**src/rtl/core/qlts_pkg.sv**
```systemverilog
`timescale 1ns / 1ps
// ----------------------------------------------------------------------------
// qlts_pkg: shared types and constants
// Opcodes, register indexes, field widths and state encodings for the
// query likelihood top-K scanner.
// ----------------------------------------------------------------------------
package qlts_pkg;

  localparam int TopkDepthDef     = 64;
  localparam int MaxQueryTermsDef = 16;

  // input opcodes
  localparam logic [1:0] OP_LOAD  = 2'd0;
  localparam logic [1:0] OP_TOKEN = 2'd1;
  localparam logic [1:0] OP_DRAIN = 2'd2;
  localparam logic [1:0] OP_NOP   = 2'd3;   // unused code, item is ignored

  // configuration register indexes
  localparam int CfgIdxW = 8;
  localparam logic [CfgIdxW-1:0] CFG_CUTOFF = 8'd0;
  localparam logic [CfgIdxW-1:0] CFG_MU     = 8'd1;
  localparam logic [CfgIdxW-1:0] CFG_TOTAL  = 8'd2;
  localparam logic [CfgIdxW-1:0] CFG_TERMS  = 8'd3;

  // widths
  localparam int TweetW = 63;
  localparam int ScoreW = 32;
  localparam int RankW  = 11;
  localparam int LnXW   = 50;   // widest log argument: mu*(cf+1) + tf*(total+1)
  localparam int LnRW   = 38;   // ln() result, unsigned Q.32
  localparam int SumW   = 48;   // signed Q.32 accumulator
  localparam int MemW   = ScoreW + TweetW;

  localparam logic [31:0] LN2_Q32 = 32'd2977044472;

  typedef enum logic [1:0] {
    LN_IDLE,
    LN_NORM,
    LN_SQ,
    LN_MUL
  } ln_state_t;

  typedef enum logic [3:0] {
    ST_IDLE,
    ST_LNMU,
    ST_LNLEN,
    ST_SLOT,
    ST_ADD,
    ST_LNA,
    ST_LNB,
    ST_ROUND,
    ST_KSCAN,
    ST_DSCAN,
    ST_DWAIT
  } state_t;

endpackage

```
**src/rtl/core/qlts_ln.sv**
```systemverilog
`timescale 1ns / 1ps
// ----------------------------------------------------------------------------
// qlts_ln: iterative natural logarithm
// Normalizes one bit per cycle, then takes 24 log2 fraction bits by
// repeated squaring, then scales by ln 2. Result is unsigned Q.32.
// ----------------------------------------------------------------------------
module qlts_ln (
  input  logic                      clk,
  input  logic                      rst,
  input  logic                      start,
  input  logic [qlts_pkg::LnXW-1:0] x,
  output logic                      done,
  output logic [qlts_pkg::LnRW-1:0] result
);

  qlts_pkg::ln_state_t state, state_next;

  logic [qlts_pkg::LnXW-1:0] m;
  logic [5:0]  k;
  logic [23:0] frac;
  logic [4:0]  cnt;

  logic [63:0] sq;
  logic [32:0] sq_hi;
  logic [61:0] prod;
  logic [61:0] prod_rnd;
  logic        above;

  always_comb begin
    sq       = 64'(m[31:0]) * 64'(m[31:0]);
    sq_hi    = sq[63:31];
    prod     = 62'({k, frac}) * 62'(qlts_pkg::LN2_Q32);
    prod_rnd = prod + 62'(24'h800000);
    above    = |m[qlts_pkg::LnXW-1:32];
  end

  always_comb begin
    state_next = state;
    case (state)
      qlts_pkg::LN_IDLE: if (start) state_next = qlts_pkg::LN_NORM;
      qlts_pkg::LN_NORM: if (!above && m[31]) state_next = qlts_pkg::LN_SQ;
      qlts_pkg::LN_SQ:   if (cnt == 5'd23) state_next = qlts_pkg::LN_MUL;
      qlts_pkg::LN_MUL:  state_next = qlts_pkg::LN_IDLE;
      default:           state_next = qlts_pkg::LN_IDLE;
    endcase
  end

  always_ff @(posedge clk) begin
    if (rst) begin
      state <= qlts_pkg::LN_IDLE;
      done  <= 1'b0;
    end else begin
      state <= state_next;
      done  <= (state == qlts_pkg::LN_MUL);
    end
  end

  always_ff @(posedge clk) begin
    case (state)
      qlts_pkg::LN_IDLE: begin
        m <= x;
        k <= 6'd31;
      end
      qlts_pkg::LN_NORM: begin
        if (above) begin
          m <= m >> 1;
          k <= k + 6'd1;
        end else if (!m[31]) begin
          m <= m << 1;
          k <= k - 6'd1;
        end
        cnt  <= 5'd0;
        frac <= 24'd0;
      end
      qlts_pkg::LN_SQ: begin
        // square of Q1.31 mantissa; a carry past 2 means log bit set
        if (sq_hi[32]) begin
          m    <= qlts_pkg::LnXW'(sq_hi[32:1]);
          frac <= {frac[22:0], 1'b1};
        end else begin
          m    <= qlts_pkg::LnXW'(sq_hi[31:0]);
          frac <= {frac[22:0], 1'b0};
        end
        cnt <= cnt + 5'd1;
      end
      qlts_pkg::LN_MUL: result <= prod_rnd[61:24];
      default: ;
    endcase
  end

endmodule

```
**config.mk**
```make
export PLATFORM = sky130hd
export DESIGN_NAME = qlts_ln
export DESIGN_NICKNAME = d
export VERILOG_FILES = /design/src/rtl/core/qlts_pkg.sv /design/src/rtl/core/qlts_ln.sv
export SDC_FILE = /design/constraint.sdc
export NUM_CORES = 2
export LEC_CHECK = 0
export BUFFER_PORTS_ARGS = -buffer_cell sky130_fd_sc_hd__buf_4
export CAP_MARGIN = 25
export CORE_UTILIZATION = 60
export DETAILED_ROUTE_END_ITERATION = 6
export GPL_TIMING_DRIVEN = 0
export HOLD_SLACK_MARGIN = 0.02
export PLACE_DENSITY_LB_ADDON = 0.3
export SLEW_MARGIN = 20
export SYNTH_ARGS = -nofsm -noshare
export SYNTH_HDL_FRONTEND = slang
export SYNTH_SLANG_ARGS = --single-unit
export TNS_END_PERCENT = 10
```
**constraint.sdc**
```tcl
create_clock -name clk -period 27.1 [get_ports clk]
set_clock_uncertainty 0.1 [all_clocks]
set_input_delay 2.71 -clock clk [delete_from_list [all_inputs] [get_ports clk]]
set_output_delay 2.71 -clock clk [all_outputs]
set_load 0.02 [all_outputs]
```
==> results_tabular.tex <==
\begin{tabular}{lr}
\hline
Metric & Value \\
\hline
\multicolumn{2}{l}{\textbf{Outcome}} \\
Run status & finished clean \\
\multicolumn{2}{l}{\textbf{Global route}} \\
Initial antenna violation count & 7 \\
GRT Overall Usage & between 30 and 40\% \\
Wire length of the first global-routing pass & 233 mm \\
Pin count of the biggest net entering global routing & 31 \\
Number of global-route vias before repair & 39798 \\
Congestion Overflow GR & 0 \\
\multicolumn{2}{l}{\textbf{Hold path}} \\
Hold Path Class & flip-flop to flip-flop \\
\multicolumn{2}{l}{\textbf{Floorplan}} \\
Starting utilization of the core area & between 60\% and 70\% \\
Std-Cell Rows & 105 \\
Chip Width & 291 um \\
Boundary pin count & 92 \\
Die height & $\sim$290 um \\
Die Area & 84600 um2 \\
Core Box Area & around 80000 um2 \\
\multicolumn{2}{l}{\textbf{STA}} \\
Final critical path time including I/O delays and setup & 11760 ps \\
Endpoints failing hold & 0 \\
Measured slew at the worst slew-check pin & around 1200 ps \\
Max Freq & 85.0 MHz \\
Setup violators final & 0 \\
Final Max Slew Viols & 0 \\
Setup repair after global routing missed its margin & false \\
Setup TNS & 0 ps \\
Rel. slew slack & 16.9\% \\
Final clock period utilization by the worst path & 43.4\% \\
\multicolumn{2}{l}{\textbf{Setup path}} \\
Crit path largest cell delay & about 880 ps \\
Most common cell type on the critical path & sky130\_fd\_sc\_hd\_\_fa\_1 \\
Arrival time of the worst setup path & 11880 ps \\
Start-to-end type of the worst setup path & flip-flop to flip-flop \\
Endpoint type of the worst setup path & flip-flop \\
CP max FO & 10 \\
Worst Path Required & 27220 ps \\
Cell with the largest stage delay on the worst path & sky130\_fd\_sc\_hd\_\_clkbuf\_1 \\
Type of element launching the critical path & flip-flop \\
\multicolumn{2}{l}{\textbf{Finish}} \\
Filler Cells Inserted & 6878 \\
Synthesis-to-finish area growth & 5.85\% \\
Final layout net count & 7165 \\
Fraction of final layout cells sized beyond drive strength 1 & 3.46\% \\
\multicolumn{2}{l}{\textbf{Clocking}} \\
Number of buffers added by the clock tree synthesis step & 17 \\
Post CTS Setup Buffer Count & 0 \\
Library cell used as clock root buffer & sky130\_fd\_sc\_hd\_\_clkbuf\_16 \\
Resize count post-CTS & 0 \\
Number of levels in the clock H-tree & 4 \\
Clock slew seen by the registers of the worst setup and hold paths & 80 ps \\
Maximum number of buffers from clock root to sink & 2 \\
Hold Buf Count CTS & 0 \\
Clock insertion delay at the later pin of the skew report & 470 ps \\
CTS Sinks & 126 \\
Clock tree from TritonCTS & built \\
\multicolumn{2}{l}{\textbf{Logic synthesis}} \\
Most used flip-flop cell after synthesis & sky130\_fd\_sc\_hd\_\_edfxtp\_1 \\
Number of distinct library cells after synthesis & 83 \\
Proportion of synthesized flip-flops having asynchronous set or reset & 0\% \\
Post-synth EDFFs & 123 \\
Number of register bits inferred by synthesis & about 130 \\
Synthesized Nets & 7038 \\
Cell area after technology mapping & $\sim$50000 um2 \\
Count of synthesis-stage warnings from yosys & 0 \\
Post-synthesis sequential area ratio & 7.49\% \\
Synthesized instance count & 5237 \\
Synth Area per Inst & 9.56 um2 \\
\multicolumn{2}{l}{\textbf{Detailed routing}} \\
Post-Route WL & between 150 and 200 mm \\
Average detailed-routed wire length per instance & 23.5 um \\
TritonRoute pass-1 iters & 6 \\
Post-DR vias/cell & 5.81 \\
Total vias in the final route & 37502 \\
Number of nets with antenna violations after detailed routing & 0 \\
DRC errors left & 0 \\
Number of DRC markers in iteration 0 & 3772 \\
\multicolumn{2}{l}{\textbf{Place}} \\
DP Wirelength & 129 mm \\
Quantity of I/O buffers inserted on ports & just over 90 \\
GP Congestion & 1.03 \\
\multicolumn{2}{l}{\textbf{Run}} \\
Max-cap violations & 0 \\
\hline
\end{tabular}
## Yosys cell counts (all sizes together) (6+ instances only)
| cell | count | area, um2 |
|---|---|---|
| a21oi | 162 | 815 |
| nand2 | 404 | 1520 |
| clkbuf | 150 | 563 |
| xor2 | 45 | 394 |
| a2111oi | 7 | 61.3 |
| a22o | 10 | 87.6 |
| mux2i | 44 | 440 |
| a31oi | 15 | 93.8 |
| o21ai | 105 | 526 |
| and2 | 197 | 1230 |
| o21bai | 15 | 113 |
| buf | 8 | 35.0 |
| edfxtp | 123 | 3690 |
| o211ai | 13 | 97.6 |
| a211oi | 13 | 103 |
| xnor2 | 75 | 657 |
| and3 | 9 | 61.3 |
| nor2 | 167 | 627 |
| nor3b | 6 | 45.0 |
| o221ai | 9 | 78.8 |
| nand4 | 32 | 200 |
| nand3 | 42 | 210 |
| nor2b | 19 | 119 |
| inv | 1559 | 5850 |
| and4 | 7 | 61.3 |
| ha | 604 | 7560 |
| fa | 1144 | 22900 |
| o21a | 23 | 173 |
| nor4 | 11 | 83.8 |
| or2 | 10 | 62.6 |
| or3 | 11 | 68.8 |
| a21o | 63 | 473 |
| nand2b | 11 | 68.8 |
| nor3 | 45 | 230 |
## area by class of cell
cell class	instances	area (um2)	share of cell area [%]
clock inverter	15	165	0.311
buffer	158	604	1.14
timing repair buffer	108	953	1.80
sequential	126	3750	7.08
antenna	4	10.0	0.0189
multi-input combinational	3389	39900	75.3
tap	1070	1340	2.53
clock buffer	17	425	0.802
inverter	1564	5870	11.1
## flip-flops by register name (all words and copies together) (netlist names)
signal,cells
m,50
result,38
frac,24
k,6
cnt,5
state,2
done,1
## logic make-up after synthesis
kind of cell             Yosys count  synth area share, %
adder cells (fa/ha/maj)         1748                 60.8
buffers and inverters           1722                 12.9
AND/OR/NAND/NOR                  984                 9.46
AO/OA/AOI/OAI                    487                 6.18
flip-flops                       126                 7.49
XOR/XNOR                         121                 2.14
multiplexers                      49                0.992
## layout by cell type (no fill, tap or decap), drive strengths merged, types with 9 or more instances in the layout
cell type and instances:
a211oi 13, nor2b 19, nand3 42, mux2i 44, or2 10, fa 1144
o221ai 9, nor2 167, and2 197, edfxtp 123, a21o 63, a21oi 162
and3 9, clkinv 10, buf 116, o21bai 15, o21a 23, ha 604
a22o 10, inv 1568, o21ai 105, nand2b 11, o211ai 13, clkbuf 167
xnor2 75, or3 11, xor2 45, a31oi 15, nor4 11, nor3 45
nand2 404, nand4 32
## final timing paths
check	end	cells after the start	startpoint	slack [ps]
max reg2reg	m[3]$_DFFE_PP_	30	m[13]$_DFFE_PP_	15340
min	m[42]$_DFFE_PP_	1	m[43]$_DFFE_PP_	470
max	m[3]$_DFFE_PP_	30	m[13]$_DFFE_PP_	15340
min reg2reg	m[42]$_DFFE_PP_	1	m[43]$_DFFE_PP_	470
## through the flow
step                hold WS (ps)  util, %  instance area, um2  worst slack [ps]  instances
CTS                          467     64.3               53000             15850       6443
global placement             446     63.3               52100             15400       6398
detailed placement           452     63.6               52400             15910       6411
finish                       474     64.4               53000             15340       6451
floorplan                    426        -               50100             18340       5237
global route                 486     64.4               53000             15410       6447
## per-layer routing
layer | part of all wire (%) | wire length [um] | up-vias | global-route usage (%)
met5 | 0.067 | 102 | - | 0
met4 | 5.6 | 8440 | 10 | 16.5
met3 | 13 | 20300 | 497 | 12.5
met2 | 43 | 64800 | 2227 | 54.8
met1 | 38 | 57900 | 18751 | 50.5
li1 | - | - | 16017 | -
## worst max-delay path: cells and delay by family (launching register included)
family,cells,cell delay (ps)
AOI/OAI and AO/OA,8,2470
adders and majority gates,9,4320
buffers and inverters,8,2630
DFF,1,870
muxes,1,320
and+or+nand+nor,4,730
Power is left out: the tool's default activity adds up to more than one toggle a clock period on the data nets, which glitch-free logic cannot reach.
